File: config.mk
export PLATFORM = sky130hd
export DESIGN_NAME = midi_voice_allocator_with_drums_top
export DESIGN_NICKNAME = d
export VERILOG_FILES = /design/src/hdl/mva_pkg.sv /design/src/hdl/midi_voice_allocator_with_drums_top.sv /design/src/hdl/mva_ctrl.sv /design/src/hdl/mva_dp.sv
export SDC_FILE = /design/constraint.sdc
export NUM_CORES = 1
export LEC_CHECK = 0
export BUFFER_PORTS_ARGS = -buffer_cell sky130_fd_sc_hd__buf_2
export CORE_UTILIZATION = 55
export CTS_CLUSTER_DIAMETER = 200
export CTS_CLUSTER_SIZE = 25
export DETAILED_ROUTE_END_ITERATION = 12
export PLACE_DENSITY = 0.74
export SLEW_MARGIN = 20
export SYNTH_ARGS = -nofsm -noshare
export SYNTH_HDL_FRONTEND = slang
export SYNTH_SLANG_ARGS = --single-unit
File: constraint.sdc
create_clock -name clock -period 6.5 [get_ports clock]
set_input_delay 1.3 -clock clock [delete_from_list [all_inputs] [get_ports clock]]
set_output_delay 1.3 -clock clock [all_outputs]
set_load 0.01 [all_outputs]
File: src/hdl/mva_pkg.sv
package mva_pkg;

   // Input event kinds
   localparam logic [2:0] KIND_NOTE_ON    = 3'd0;
   localparam logic [2:0] KIND_NOTE_OFF   = 3'd1;
   localparam logic [2:0] KIND_CHAN_OFF   = 3'd2;
   localparam logic [2:0] KIND_ALL_OFF    = 3'd3;
   localparam logic [2:0] KIND_RHYTHM_OFF = 3'd4;

   // Result actions
   localparam logic [1:0] ACT_KEY_ON  = 2'd0;
   localparam logic [1:0] ACT_KEY_OFF = 2'd1;
   localparam logic [1:0] ACT_DRUM    = 2'd2;

   localparam logic [4:0] DRUM_CHANNEL = 5'd10;
   localparam logic [4:0] MAX_CHANNEL  = 5'd16;

   // Drum key bits
   localparam logic [4:0] DRUM_BASS   = 5'h10;
   localparam logic [4:0] DRUM_SNARE  = 5'h08;
   localparam logic [4:0] DRUM_TOM    = 5'h04;
   localparam logic [4:0] DRUM_CYMBAL = 5'h02;
   localparam logic [4:0] DRUM_HIHAT  = 5'h01;

   typedef enum logic [2:0] {
      ST_IDLE,
      ST_DECODE,
      ST_LEAD,
      ST_REL,
      ST_TRAIL,
      ST_MIN,
      ST_STEAL,
      ST_KEYON
   } state_type;

   // Controller to datapath
   typedef struct packed {
      logic capture;
      logic plan;
      logic lead_emit;
      logic rel_emit;
      logic trail_emit;
      logic min_step;
      logic steal_emit;
      logic keyon_emit;
   } ctrl_cmd_type;

   // Datapath to controller
   typedef struct packed {
      logic plan_lead;
      logic plan_rel;
      logic plan_trail;
      logic plan_noteon;
      logic plan_free;
      logic rel_any;
      logic rel_final;
      logic trail_pend;
      logic min_done;
      logic out_free;
   } dp_status_type;

   // Percussion note to drum key bit, zero when unmapped
   function automatic logic [4:0] drum_bit_of(input logic [6:0] n);
      case (n)
         7'd35, 7'd36: return DRUM_BASS;
         7'd38, 7'd40: return DRUM_SNARE;
         7'd41, 7'd43, 7'd45, 7'd47, 7'd48, 7'd50: return DRUM_TOM;
         7'd42, 7'd44, 7'd46: return DRUM_HIHAT;
         7'd49, 7'd51, 7'd52, 7'd55, 7'd57, 7'd59: return DRUM_CYMBAL;
         default: return 5'd0;
      endcase
   endfunction

endpackage

File: src/hdl/midi_voice_allocator_with_drums_top.sv
// Channel   Direction  Handshake              Payload
// req_      in         req_valid / req_ready  kind, midi_channel, note, velocity
// rsp_      out        rsp_valid / rsp_ready  action, voice, out_note, out_channel,
//                                             out_velocity, drum_mask, drum_trigger,
//                                             rhythm_on, last
//
// One item at a time: the item is accepted, decoded, and then its results are sent in turn.
// A steal adds a scan for the oldest voice, one voice per cycle through a single
// 32-bit age compare, over the voices in use (MELODIC_IN_RHYTHM in rhythm mode).
// Reset is synchronous and clears all voices, the age counter and the drum state.
// A stalled result holds in the output register; the sequencer waits on it.
module midi_voice_allocator_with_drums_top
   import mva_pkg::*;
#(
   parameter int NUM_VOICES        = 9,
   parameter int MELODIC_IN_RHYTHM = 6
) (
   input  logic       clock,
   input  logic       reset,
   input  logic       req_valid,
   output logic       req_ready,
   input  logic [2:0] req_kind,
   input  logic [4:0] req_midi_channel,
   input  logic [6:0] req_note,
   input  logic [6:0] req_velocity,
   output logic       rsp_valid,
   input  logic       rsp_ready,
   output logic [1:0] rsp_action,
   output logic [3:0] rsp_voice,
   output logic [6:0] rsp_out_note,
   output logic [4:0] rsp_out_channel,
   output logic [6:0] rsp_out_velocity,
   output logic [4:0] rsp_drum_mask,
   output logic [4:0] rsp_drum_trigger,
   output logic       rsp_rhythm_on,
   output logic       rsp_last
);

   ctrl_cmd_type  cmd;
   dp_status_type status;

   mva_ctrl u_ctrl (
      .clock     (clock),
      .reset     (reset),
      .req_valid (req_valid),
      .req_ready (req_ready),
      .status    (status),
      .cmd       (cmd)
   );

   mva_dp #(
      .NUM_VOICES        (NUM_VOICES),
      .MELODIC_IN_RHYTHM (MELODIC_IN_RHYTHM)
   ) u_dp (
      .clock            (clock),
      .reset            (reset),
      .cmd              (cmd),
      .status           (status),
      .req_kind         (req_kind),
      .req_midi_channel (req_midi_channel),
      .req_note         (req_note),
      .req_velocity     (req_velocity),
      .rsp_valid        (rsp_valid),
      .rsp_ready        (rsp_ready),
      .rsp_action       (rsp_action),
      .rsp_voice        (rsp_voice),
      .rsp_out_note     (rsp_out_note),
      .rsp_out_channel  (rsp_out_channel),
      .rsp_out_velocity (rsp_out_velocity),
      .rsp_drum_mask    (rsp_drum_mask),
      .rsp_drum_trigger (rsp_drum_trigger),
      .rsp_rhythm_on    (rsp_rhythm_on),
      .rsp_last         (rsp_last)
   );

endmodule

File: src/hdl/mva_ctrl.sv
module mva_ctrl
   import mva_pkg::*;
(
   input  logic          clock,
   input  logic          reset,
   input  logic          req_valid,
   output logic          req_ready,
   input  dp_status_type status,
   output ctrl_cmd_type  cmd
);

   state_type state_ff, state_in;

   // State register
   always_ff @(posedge clock) begin
      if (reset) begin
         state_ff <= ST_IDLE;
      end else begin
         state_ff <= state_in;
      end
   end

   // Next state
   always_comb begin
      state_in = state_ff;
      case (state_ff)
         ST_IDLE: begin
            if (req_valid) state_in = ST_DECODE;
         end
         ST_DECODE: begin
            if (status.plan_lead) state_in = ST_LEAD;
            else if (status.plan_rel) state_in = ST_REL;
            else if (status.plan_trail) state_in = ST_TRAIL;
            else if (status.plan_noteon) state_in = status.plan_free ? ST_KEYON : ST_MIN;
            else state_in = ST_IDLE;
         end
         ST_LEAD: begin
            if (status.out_free) begin
               if (status.rel_any) state_in = ST_REL;
               else if (status.trail_pend) state_in = ST_TRAIL;
               else state_in = ST_IDLE;
            end
         end
         ST_REL: begin
            if (status.out_free && status.rel_final)
               state_in = status.trail_pend ? ST_TRAIL : ST_IDLE;
         end
         ST_TRAIL: begin
            if (status.out_free) state_in = ST_IDLE;
         end
         ST_MIN: begin
            if (status.min_done) state_in = ST_STEAL;
         end
         ST_STEAL: begin
            if (status.out_free) state_in = ST_KEYON;
         end
         ST_KEYON: begin
            if (status.out_free) state_in = ST_IDLE;
         end
         default: state_in = ST_IDLE;
      endcase
   end

   // Command outputs
   always_comb begin
      cmd       = '0;
      req_ready = 1'b0;
      case (state_ff)
         ST_IDLE: begin
            req_ready   = 1'b1;
            cmd.capture = req_valid;
         end
         ST_DECODE: cmd.plan       = 1'b1;
         ST_LEAD:   cmd.lead_emit  = status.out_free;
         ST_REL:    cmd.rel_emit   = status.out_free;
         ST_TRAIL:  cmd.trail_emit = status.out_free;
         ST_MIN:    cmd.min_step   = !status.min_done;
         ST_STEAL:  cmd.steal_emit = status.out_free;
         ST_KEYON:  cmd.keyon_emit = status.out_free;
         default:   cmd = '0;
      endcase
   end

endmodule

File: src/hdl/mva_dp.sv
module mva_dp
   import mva_pkg::*;
#(
   parameter int NUM_VOICES        = 9,
   parameter int MELODIC_IN_RHYTHM = 6
) (
   input  logic          clock,
   input  logic          reset,
   input  ctrl_cmd_type  cmd,
   output dp_status_type status,
   input  logic [2:0]    req_kind,
   input  logic [4:0]    req_midi_channel,
   input  logic [6:0]    req_note,
   input  logic [6:0]    req_velocity,
   output logic          rsp_valid,
   input  logic          rsp_ready,
   output logic [1:0]    rsp_action,
   output logic [3:0]    rsp_voice,
   output logic [6:0]    rsp_out_note,
   output logic [4:0]    rsp_out_channel,
   output logic [6:0]    rsp_out_velocity,
   output logic [4:0]    rsp_drum_mask,
   output logic [4:0]    rsp_drum_trigger,
   output logic          rsp_rhythm_on,
   output logic          rsp_last
);

   localparam int VW      = (NUM_VOICES > 1) ? $clog2(NUM_VOICES) : 1;
   localparam int CW      = $clog2(NUM_VOICES + 1);
   localparam int MIR_EFF = (MELODIC_IN_RHYTHM > NUM_VOICES) ? NUM_VOICES : MELODIC_IN_RHYTHM;
   localparam logic [CW-1:0] LIM_ALL    = CW'(NUM_VOICES);
   localparam logic [CW-1:0] LIM_RHYTHM = CW'(MIR_EFF);

   // Latched event
   logic [2:0] kind_ff;
   logic [4:0] chan_ff;
   logic [6:0] note_ff, vel_ff;

   // Voice table
   logic [NUM_VOICES-1:0] busy_ff, busy_in;
   logic [6:0]  vnote_ff [NUM_VOICES];
   logic [4:0]  vchan_ff [NUM_VOICES];
   logic [31:0] vage_ff  [NUM_VOICES];
   logic [31:0] age_cnt_ff;

   logic       rhythm_ff, rhythm_in;
   logic [4:0] keys_ff, keys_in;

   // Plan of the current event
   logic [NUM_VOICES-1:0] rel_mask_ff, rel_mask_in;
   logic                  trail_ff;
   logic [6:0]            du_note_ff, du_vel_ff;
   logic [4:0]            du_trig_ff;
   logic [CW-1:0]         lim_ff, scan_ff;
   logic [VW-1:0]         pick_ff;
   logic [31:0]           best_age_ff;

   // Output register
   logic        rsp_valid_ff, rsp_valid_in;
   logic [1:0]  act_ff;
   logic [3:0]  voice_ff;
   logic [6:0]  onote_ff, ovel_ff;
   logic [4:0]  ochan_ff, otrig_ff;
   logic        last_ff;

   // Event decode
   logic       ch_ok, is_drum_ch, note_off_ev, drum_on_ev, note_on_ev;
   logic       drum_off_ev, mel_off_ev, ch_all_ev, all_off_ev, rdis_ev;
   logic [4:0] dbit;
   logic [NUM_VOICES-1:0] note_m, chan_m, upper_m, free_m, plan_rel_mask;
   logic [CW-1:0] plan_lim;
   logic [VW-1:0] free_pick;
   logic          plan_trail;
   logic [4:0]    plan_keys;
   logic          plan_rhythm;

   assign ch_ok       = (chan_ff != 5'd0) && (chan_ff <= MAX_CHANNEL);
   assign is_drum_ch  = (chan_ff == DRUM_CHANNEL);
   assign dbit        = drum_bit_of(note_ff);
   assign note_off_ev = ch_ok && (((kind_ff == KIND_NOTE_ON) && (vel_ff == 7'd0))
                                  || (kind_ff == KIND_NOTE_OFF));
   assign note_on_ev  = ch_ok && (kind_ff == KIND_NOTE_ON) && (vel_ff != 7'd0) && !is_drum_ch;
   assign drum_on_ev  = ch_ok && (kind_ff == KIND_NOTE_ON) && (vel_ff != 7'd0) && is_drum_ch
                        && (dbit != 5'd0);
   assign drum_off_ev = note_off_ev && is_drum_ch && (dbit != 5'd0);
   assign mel_off_ev  = note_off_ev && !is_drum_ch;
   assign ch_all_ev   = ch_ok && (kind_ff == KIND_CHAN_OFF);
   assign all_off_ev  = (kind_ff == KIND_ALL_OFF);
   assign rdis_ev     = (kind_ff == KIND_RHYTHM_OFF) && rhythm_ff;
   assign plan_lim    = rhythm_ff ? LIM_RHYTHM : LIM_ALL;

   // Per-voice match lanes
   always_comb begin
      for (int v = 0; v < NUM_VOICES; v++) begin
         note_m[v]  = busy_ff[v] && (vnote_ff[v] == note_ff) && (vchan_ff[v] == chan_ff);
         chan_m[v]  = busy_ff[v] && (vchan_ff[v] == chan_ff);
         upper_m[v] = (v >= MIR_EFF);
         free_m[v]  = !busy_ff[v] && (CW'(v) < plan_lim);
      end
   end

   // Lowest free voice
   always_comb begin
      free_pick = '0;
      for (int v = NUM_VOICES - 1; v >= 0; v--) begin
         if (free_m[v]) free_pick = VW'(v);
      end
   end

   // Release set, trailing drum update and final drum state
   always_comb begin
      plan_rel_mask = '0;
      if (mel_off_ev) plan_rel_mask = note_m;
      else if (ch_all_ev) plan_rel_mask = chan_m;
      else if (all_off_ev) plan_rel_mask = busy_ff;
      else if (drum_on_ev && !rhythm_ff) plan_rel_mask = busy_ff & upper_m;

      plan_trail = drum_on_ev || (drum_off_ev && rhythm_ff) || (all_off_ev && rhythm_ff)
                   || rdis_ev;

      plan_keys   = keys_ff;
      plan_rhythm = rhythm_ff;
      if (drum_on_ev) begin
         plan_keys   = (rhythm_ff ? keys_ff : 5'd0) | dbit;
         plan_rhythm = 1'b1;
      end else if (drum_off_ev) begin
         plan_keys = keys_ff & ~dbit;
      end else if ((ch_all_ev && is_drum_ch) || all_off_ev) begin
         plan_keys = 5'd0;
      end else if (rdis_ev) begin
         plan_keys   = 5'd0;
         plan_rhythm = 1'b0;
      end
   end

   // Release walk: lowest pending voice first
   logic [NUM_VOICES-1:0] rel_oh, rel_rest;
   logic [VW-1:0]         rel_ix;

   assign rel_oh   = rel_mask_ff & (~rel_mask_ff + NUM_VOICES'(1));
   assign rel_rest = rel_mask_ff & ~rel_oh;

   always_comb begin
      rel_ix = '0;
      for (int v = 0; v < NUM_VOICES; v++) begin
         if (rel_oh[v]) rel_ix = VW'(v);
      end
   end

   // Oldest-voice scan, one voice per cycle
   logic          min_done;
   logic [VW-1:0] scan_ix;
   logic [31:0]   scan_age;
   logic          scan_older;

   assign min_done   = (scan_ff >= lim_ff);
   assign scan_ix    = min_done ? '0 : scan_ff[VW-1:0];
   assign scan_age   = vage_ff[scan_ix];
   assign scan_older = (scan_age < best_age_ff);

   assign status.plan_lead   = ch_all_ev && is_drum_ch;
   assign status.plan_rel    = (plan_rel_mask != '0);
   assign status.plan_trail  = plan_trail;
   assign status.plan_noteon = note_on_ev;
   assign status.plan_free   = (free_m != '0);
   assign status.rel_any     = (rel_mask_ff != '0);
   assign status.rel_final   = (rel_rest == '0);
   assign status.trail_pend  = trail_ff;
   assign status.min_done    = min_done;
   assign status.out_free    = !rsp_valid_ff || rsp_ready;

   // Event capture and plan registers
   always_ff @(posedge clock) begin
      if (cmd.capture) begin
         kind_ff <= req_kind;
         chan_ff <= req_midi_channel;
         note_ff <= req_note;
         vel_ff  <= req_velocity;
      end
      if (cmd.plan) begin
         trail_ff    <= plan_trail;
         du_note_ff  <= (drum_on_ev || drum_off_ev) ? note_ff : 7'd0;
         du_vel_ff   <= drum_on_ev ? vel_ff : 7'd0;
         du_trig_ff  <= drum_on_ev ? dbit : 5'd0;
         lim_ff      <= plan_lim;
         scan_ff     <= CW'(1);
         pick_ff     <= free_pick;
         best_age_ff <= vage_ff[0];
      end else if (cmd.min_step) begin
         scan_ff <= scan_ff + CW'(1);
         if (scan_older) begin
            best_age_ff <= scan_age;
            pick_ff     <= scan_ix;
         end
      end
   end

   // Voice payload written on key on
   always_ff @(posedge clock) begin
      if (cmd.keyon_emit) begin
         vnote_ff[pick_ff] <= note_ff;
         vchan_ff[pick_ff] <= chan_ff;
         vage_ff[pick_ff]  <= age_cnt_ff + 32'd1;
      end
   end

   // Control state next values
   always_comb begin
      busy_in     = busy_ff;
      rel_mask_in = rel_mask_ff;
      keys_in     = keys_ff;
      rhythm_in   = rhythm_ff;
      if (cmd.plan) begin
         rel_mask_in = plan_rel_mask;
         keys_in     = plan_keys;
         rhythm_in   = plan_rhythm;
      end
      if (cmd.rel_emit) begin
         busy_in     = busy_ff & ~rel_oh;
         rel_mask_in = rel_rest;
      end
      if (cmd.keyon_emit) busy_in[pick_ff] = 1'b1;
   end

   always_ff @(posedge clock) begin
      if (reset) begin
         busy_ff     <= '0;
         rel_mask_ff <= '0;
         age_cnt_ff  <= '0;
         rhythm_ff   <= 1'b0;
         keys_ff     <= '0;
      end else begin
         busy_ff     <= busy_in;
         rel_mask_ff <= rel_mask_in;
         rhythm_ff   <= rhythm_in;
         keys_ff     <= keys_in;
         if (cmd.keyon_emit) age_cnt_ff <= age_cnt_ff + 32'd1;
      end
   end

   // Result register
   assign rsp_valid_in = (cmd.lead_emit || cmd.rel_emit || cmd.trail_emit ||
                          cmd.steal_emit || cmd.keyon_emit) ||
                         (rsp_valid_ff && !rsp_ready);

   always_ff @(posedge clock) begin
      if (reset) begin
         rsp_valid_ff <= 1'b0;
      end else begin
         rsp_valid_ff <= rsp_valid_in;
      end
   end

   always_ff @(posedge clock) begin
      if (cmd.lead_emit || cmd.trail_emit) begin
         act_ff   <= ACT_DRUM;
         voice_ff <= 4'd0;
         onote_ff <= du_note_ff;
         ochan_ff <= DRUM_CHANNEL;
         ovel_ff  <= du_vel_ff;
         otrig_ff <= du_trig_ff;
         last_ff  <= cmd.trail_emit || (!status.rel_any && !trail_ff);
      end else if (cmd.rel_emit) begin
         act_ff   <= ACT_KEY_OFF;
         voice_ff <= 4'(rel_ix);
         onote_ff <= vnote_ff[rel_ix];
         ochan_ff <= vchan_ff[rel_ix];
         ovel_ff  <= 7'd0;
         otrig_ff <= 5'd0;
         last_ff  <= status.rel_final && !trail_ff;
      end else if (cmd.steal_emit) begin
         act_ff   <= ACT_KEY_OFF;
         voice_ff <= 4'(pick_ff);
         onote_ff <= vnote_ff[pick_ff];
         ochan_ff <= vchan_ff[pick_ff];
         ovel_ff  <= 7'd0;
         otrig_ff <= 5'd0;
         last_ff  <= 1'b0;
      end else if (cmd.keyon_emit) begin
         act_ff   <= ACT_KEY_ON;
         voice_ff <= 4'(pick_ff);
         onote_ff <= note_ff;
         ochan_ff <= chan_ff;
         ovel_ff  <= vel_ff;
         otrig_ff <= 5'd0;
         last_ff  <= 1'b1;
      end
   end

   // Drum state is final once the plan is taken, so every result shows it
   logic [4:0] omask_ff;
   logic       orhy_ff;

   always_ff @(posedge clock) begin
      if (cmd.lead_emit || cmd.rel_emit || cmd.trail_emit || cmd.steal_emit ||
          cmd.keyon_emit) begin
         omask_ff <= keys_ff;
         orhy_ff  <= rhythm_ff;
      end
   end

   assign rsp_valid        = rsp_valid_ff;
   assign rsp_action       = act_ff;
   assign rsp_voice        = voice_ff;
   assign rsp_out_note     = onote_ff;
   assign rsp_out_channel  = ochan_ff;
   assign rsp_out_velocity = ovel_ff;
   assign rsp_drum_mask    = omask_ff;
   assign rsp_drum_trigger = otrig_ff;
   assign rsp_rhythm_on    = orhy_ff;
   assign rsp_last         = last_ff;

endmodule

==> metrics.csv, run 1 <==
metric,value,unit
vias,18322,
place_congestion,0.895,
drcViolationCount,0,
grt_pass1_wl,111000,µm
synth_area,30700,µm²
ys_seq_elements,670,
critPathRequiredTime,6820,ps
antenna_cells,0,
die-area,56700,µm²
ys_seq_area_frac,0.629,
powerDensity,226,nW/µm²
cts_sinks,670,
crit_fanout,43,
final_area,32800,µm²
start_util,0.556,
crit_arrival,6190,ps
post_cts_resized,0,
multi_input_area,10800,µm²
finalCritPeriodShare,0.902,
cp-start-kind,register,
drv_cap,0,
wl_per_cell,25.0,µm
syn_nets,2167,
grt_max_degree,62,
cts_inserted_buffers,30,
dieWidth,238,µm
antenna_found_initial,1,
end_kind,register,
hold_class,reg2reg,
nets,2203,
netlist_instances,2101,
report.final.slew_viol_count,0,
leakagePower,0.0110,µW
die_y,238,µm
syn_avg_cell_area,14.6,µm²
htreeDepth,1,
dp_hpwl,46500,µm
status,"complete, no violations",
register_area,19300,µm²
vias_per_cell,6.30,
grtUsageTotal,0.257,
path_clk_slew,110,ps
worst_slack,638,ps
final_antenna_net_count,0,
synth_flop_cell,edfxtp_1,
ys_types,82,
path_class,reg2reg,
clock.fmax,171,MHz
cts.path.max_buffers,3,
tightest_slew,1130,ps
postCtsHoldBufs,0,
synth_edf_count,586,
cts_tree,built,
setup_tns,0,ps
yosys_warnings,0,
fin_worst_skew,24.5,ps
rows,86,
drtIter0Drc,1732,
slew_headroom,0.228,
gr-total-overflow,0,
fillers,4261,
wirelength,72600,µm
area_growth,7.06,%
io_buffers,64,
drive_gt1_frac,0.202,
grt_pass1_vias,18338,
io_pins,65,
drt-pass1-iter-count,6,
ir_drop,311,µV
async_reset_ff_frac,0,
clock_latency,640,ps
root_buffer,clkbuf_16,
rsz0062_at_grt,no,
placedInstanceArea,31900,µm²
finalCriticalPeriod,5860,ps
core,55100,µm²
preCtsSetupSlack,568,ps
final_core_util,0.596,
postCtsSetupBuffers,0,
setup_viol,0,
finalHoldViolations,0,
[flip-flops by register name, indices dropped and copies added (netlist names), 7 cells and up, named ones only]
signal and flops:
u_dp.vage_ff 288, u_dp.vnote_ff 112, u_dp.vchan_ff 80, u_dp.age_cnt_ff 32, u_dp.best_age_ff 32, u_dp.busy_ff 9
u_dp.rel_mask_ff 9, u_dp.du_note_ff 7, u_dp.du_vel_ff 7, u_dp.note_ff 7, u_dp.rsp_out_note 7, u_dp.rsp_out_velocity 7
u_dp.vel_ff 7
[cell usage after synthesis, types with 29 or more instances]
cell	count	area share
a21oi_1	103	0.017
buf_2	36	0.0059
clkbuf_1	59	0.0072
dfxtp_1	84	0.055
edfxtp_1	586	0.57
ha_1	40	0.016
inv_1	51	0.0062
mux2_2	68	0.025
mux4_2	114	0.084
nand2_1	154	0.019
nand3_1	41	0.0067
nand4_1	30	0.0061
nor2_1	150	0.018
nor3_1	29	0.0047
o21ai_0	46	0.0075
o31ai_1	33	0.0081
xnor2_1	84	0.024
xor2_1	78	0.022
[kinds of logic after synthesis]
family,Yosys count,synth area share
compound gates,322,0.0756
xor+xnor,162,0.0463
fa+ha+maj,41,0.0167
buf+inv,167,0.0244
flops,670,0.629
mux,225,0.128
other cells,1,0.000122
simple gates,513,0.0805
[critical path, cell delays in order (launching register included)]
cell       delay (ps)
dfxtp_1           580
ha_1              330
a2111oi_4         350
or2_4             320
nand2_8           330
mux4_2            480
nor2_1             40
o31ai_1           350
ha_1              320
a21o_1            160
a211oi_1          260
o21bai_1          120
a21o_1            180
a311oi_1          680
nand3b_1          240
o21ai_4           440
buf_4             350
[layout by cell type, fill, tap and decap left out, types with 7 or more instances in the layout]
master / count
ha_1: 40
inv_1: 50
and3_1: 8
and2_1: 23
xor2_1: 78
nand4_1: 30
dfxtp_1: 81
o22ai_1: 15
clkbuf_16: 30
nor2_1: 140
mux2i_1: 8
a22o_1: 8
o21ai_1: 18
nand2_1: 152
a221oi_1: 9
mux2_4: 28
mux4_2: 114
a221oi_2: 28
o22a_1: 7
o21ai_0: 46
nand3_1: 41
nor3_1: 25
edfxtp_1: 586
nor4_1: 16
mux2_2: 68
nand2b_1: 7
buf_4: 50
buf_2: 64
o211ai_1: 7
xnor2_1: 84
or3_1: 13
o31ai_1: 32
mux2_1: 7
a21oi_1: 103
clkbuf_1: 24
[metal layers]
layer / global-route usage / share of wire
met5: 0 / 0.00019
met4: 0.0892 / 0.035
met3: 0.0340 / 0.065
met2: 0.439 / 0.50
met1: 0.341 / 0.40
[worst paths after layout]
path | start | to | slack (ps) | depth (start not counted)
setup / recovery | u_dp.scan_ff[1]$_SDFFE_PP0P_ | u_dp.best_age_ff[22]$_DFFE_PP_ | 640 | 16
setup reg to reg | u_dp.scan_ff[1]$_SDFFE_PP0P_ | u_dp.best_age_ff[22]$_DFFE_PP_ | 640 | 16
hold reg to reg | u_dp.keys_ff[0]$_SDFFE_PP0P_ | u_dp.rsp_drum_mask[0]$_DFFE_PP_ | 480 | 0
hold / removal | u_dp.keys_ff[0]$_SDFFE_PP0P_ | u_dp.rsp_drum_mask[0]$_DFFE_PP_ | 480 | 0
[power breakdown]
part           total [µW]  switching (µW)  internal [µW]  leakage [µW]
combinational         482             286            196       0.00430
clock                2200            1310            887      0.000409
sequential           4730            39.3           4690       0.00628
[through the flow]
stage	cells	hold slack [ps]	power, µW
CTS	2908	480	7430
global route	2909	493	7600
global placement	2852	444	5300
detailed placement	2852	457	5310
finish	2909	476	7410
floorplan	2101	427	5150
[final cells by class]
class	count	share of cell area
Inverter	52	0.00595
Tap cell	748	0.0285
Clock buffer	54	0.0256
Timing Repair Buffer	119	0.0241
Multi-Input combinational cell	1264	0.328
Clock inverter	2	0.000686
Sequential cell	670	0.588
(Power assumes the default switching activity.)
==> inputs of run 2 (changes only) <==
--- a/config.mk
+++ b/config.mk
@@ -10,6 +10,7 @@
 export CTS_CLUSTER_DIAMETER = 200
 export CTS_CLUSTER_SIZE = 25
 export DETAILED_ROUTE_END_ITERATION = 12
+export MAX_ROUTING_LAYER = met4
 export PLACE_DENSITY = 0.74
 export SLEW_MARGIN = 20
 export SYNTH_ARGS = -nofsm -noshare
==> run 2 against run 1 <==
Final cell count barely moved. Sequential share of layout area barely moved. Non-clock buffer count rose by 1. Global-route usage rose by 0.73 points. Register-to-register slack improved by 90 ps. Clock skew rose by 7.9 ps. Flip-flop and latch count did not move. Critical path depth rose by 1. Utilization barely moved. Final area barely moved.
==> metrics.csv, run 2 (same netlist as run 1, synthesis figures left out) <==
metric,value,unit,change
status,"complete, no violations",,unchanged
layout.cells.non_filler,2911,,was 2909
p_sw,1620,µW,was 1640 µW
fillers,4241,,was 4261
dp.cells,2854,,was 2852
cts_tree,built,,unchanged
final_antenna_net_count,0,,unchanged
finalHoldViolations,0,,unchanged
cts.path.max_buffers,3,,unchanged
cts_inserted_buffers,30,,unchanged
drive_gt1_frac,0.203,,was 0.202
layout_common_cells,"586 x edfxtp_1, 152 x nand2_1, 140 x nor2_1, 114 x mux4_2, 103 x a21oi_1",,unchanged
antenna_found_initial,1,,unchanged
io_pins,65,,unchanged
grt_pass1_wl,110000,µm,was 111000 µm
post_cts_resized,0,,unchanged
dp_hpwl,46300,µm,was 46500 µm
vias_per_cell,6.26,,was 6.30
critPathRequiredTime,6820,ps,about the same
place_congestion,0.913,,was 0.895
power,7390,µW,was 7410 µW
pwr-share-clk,0.295,,was 0.297
rows,86,,unchanged
regMostFlops,u_dp.vage_ff,,unchanged
reg_top3,"u_dp.vage_ff x288, u_dp.vnote_ff x112, u_dp.vchan_ff x80",,unchanged
nets,2204,,was 2203
grt_pass1_vias,18300,,about the same
wl_per_cell,24.8,µm,was 25.0 µm
hold_ws,469,ps,was 476 ps
setup_viol,0,,unchanged
drt-pass1-iter-count,6,,unchanged
drv_cap,0,,unchanged
vias,18227,,was 18.3k
report.final.slew_viol_count,0,,unchanged
root_buffer,clkbuf_16,,unchanged
p_sw_frac,0.219,,was 0.221
slowest_stage,a311oi_1,,unchanged
drtIter0Drc,1988,,was 1732
grtUsageTotal,0.265,,was 0.257
finalCriticalPeriod,5780,ps,was 5860 ps
core,55100,µm²,unchanged
largest_reg_flops,288,,unchanged
io_buffers,64,,unchanged
gr-total-overflow,0,,unchanged
cpPeakStageDelay,530,ps,was 680 ps
fin_worst_skew,32.4,ps,was 24.5 ps
leakagePower,0.0110,µW,about the same
path_clk_slew,110,ps,about the same
tightest_slew,1090,ps,was 1130 ps
rsz0062_at_grt,no,,unchanged
ir_drop,290,µV,was 311 µV
cp_cell_sequence,"ha_1, nand2b_4, a2111oi_4, or2_4, nand2_4, mux2_2, a221oi_2, o31ai_1, ha_1, a21o_1, a211oi_1, o21bai_1, a21o_1, a311oi_1, nand3b_1, o21ai_4, buf_4",,"was ha_1, a2111oi_4, or2_4, nand2_8, mux4_2, nor2_1, o31ai_1, ha_1, a21o_1, a211oi_1, o21bai_1, a21o_1, a311oi_1, nand3b_1, o21ai_4, buf_4"
multi_input_area,10800,µm²,about the same
postCtsHoldBufs,0,,unchanged
cp-start-kind,register,,unchanged
cellInternalPower,5770,µW,was 5780 µW
area_growth,7.12,%,was 7.06%
hold_class,reg2reg,,unchanged
clock.fmax,173,MHz,was 171 MHz
register_area,19300,µm²,unchanged
comb_power_share,0.065,,about the same
die-area,56700,µm²,unchanged
powerDensity,225,nW/µm²,was 226 nW/µm²
final_area,32800,µm²,about the same
postCtsSetupBuffers,0,,unchanged
cts_sinks,670,,unchanged
drcViolationCount,0,,unchanged
layout_commonest_cell,edfxtp_1,,unchanged
path_class,reg2reg,,unchanged
die_y,238,µm,unchanged
grt_max_degree,62,,unchanged
wirelength,72100,µm,was 72600 µm
htreeDepth,1,,unchanged
placedInstanceArea,32000,µm²,was 31900 µm²
slew_headroom,0.271,,was 0.228
finalCritPeriodShare,0.889,,was 0.902
setup_tns,0,ps,unchanged
seq_power_share,0.640,,was 0.638
dieWidth,238,µm,unchanged
crit_fanout,44,,was 43
start_util,0.556,,unchanged
clock_latency,640,ps,about the same
end_kind,register,,unchanged
crit_arrival,6100,ps,was 6190 ps
run 2: cell types whose count changed in the layout (fill, tap and decap cells not counted), sizes merged:
cell and change:
diode +1, buf +1
run 2: path summary, 6_finish.rpt:
check             cells past startpoint                               to  slack (ps)                    startpoint
setup / recovery                     17   u_dp.best_age_ff[28]$_DFFE_PP_         720      u_dp.lim_ff[0]$_DFFE_PP_
hold / removal                        0  u_dp.rsp_drum_mask[3]$_DFFE_PP_         470  u_dp.keys_ff[3]$_SDFFE_PP0P_
setup reg to reg                     17   u_dp.best_age_ff[28]$_DFFE_PP_         720      u_dp.lim_ff[0]$_DFFE_PP_
hold reg to reg                       0  u_dp.rsp_drum_mask[3]$_DFFE_PP_         470  u_dp.keys_ff[3]$_SDFFE_PP0P_
run 2: area by class of cell:
class                   count  area share
clock inverters             2    0.000686
multi-input cells        1264       0.328
clock buffers              54      0.0256
inverters                  52     0.00594
flip-flops and latches    670       0.587
repair buffers            120      0.0245
well taps                 748      0.0285
diodes                      1   0.0000762
run 2: metal layers:
layer  routed length (µm)  track usage  share of wire
met1                29000        0.347           0.40
met5                    0            -              0
met3                 4860       0.0287          0.067
met2                35900        0.437           0.50
met4                 2370       0.0841          0.033
run 2: power by group through the flow:
stage,registers [µW],logic [µW],clock network [µW]
after global routing,4740,518,2350
after floorplan,4830,324,0
after CTS,4730,482,2220
final,4730,482,2180
after detailed placement,4830,481,0
after global placement,4830,473,0
run 2: critical path: cells and delay by family (launching register included):
kind                     cells  cell delay, ps
AO/OA/AOI/OAI                9            2430
adder cells (fa/ha/maj)      2             630
flip-flops                   1             430
AND/OR/NAND/NOR              4            1090
buffers and inverters        1             360
multiplexers                 1             470
run 2: metrics by stage:
| step | utilization | setup slack [ps] |
|---|---|---|
| floorplan | - | 320 |
| global placement | 0.580 | 863 |
| detailed placement | 0.580 | 716 |
| CTS | 0.596 | 700 |
| global route | 0.596 | 427 |
| finish | 0.596 | 724 |
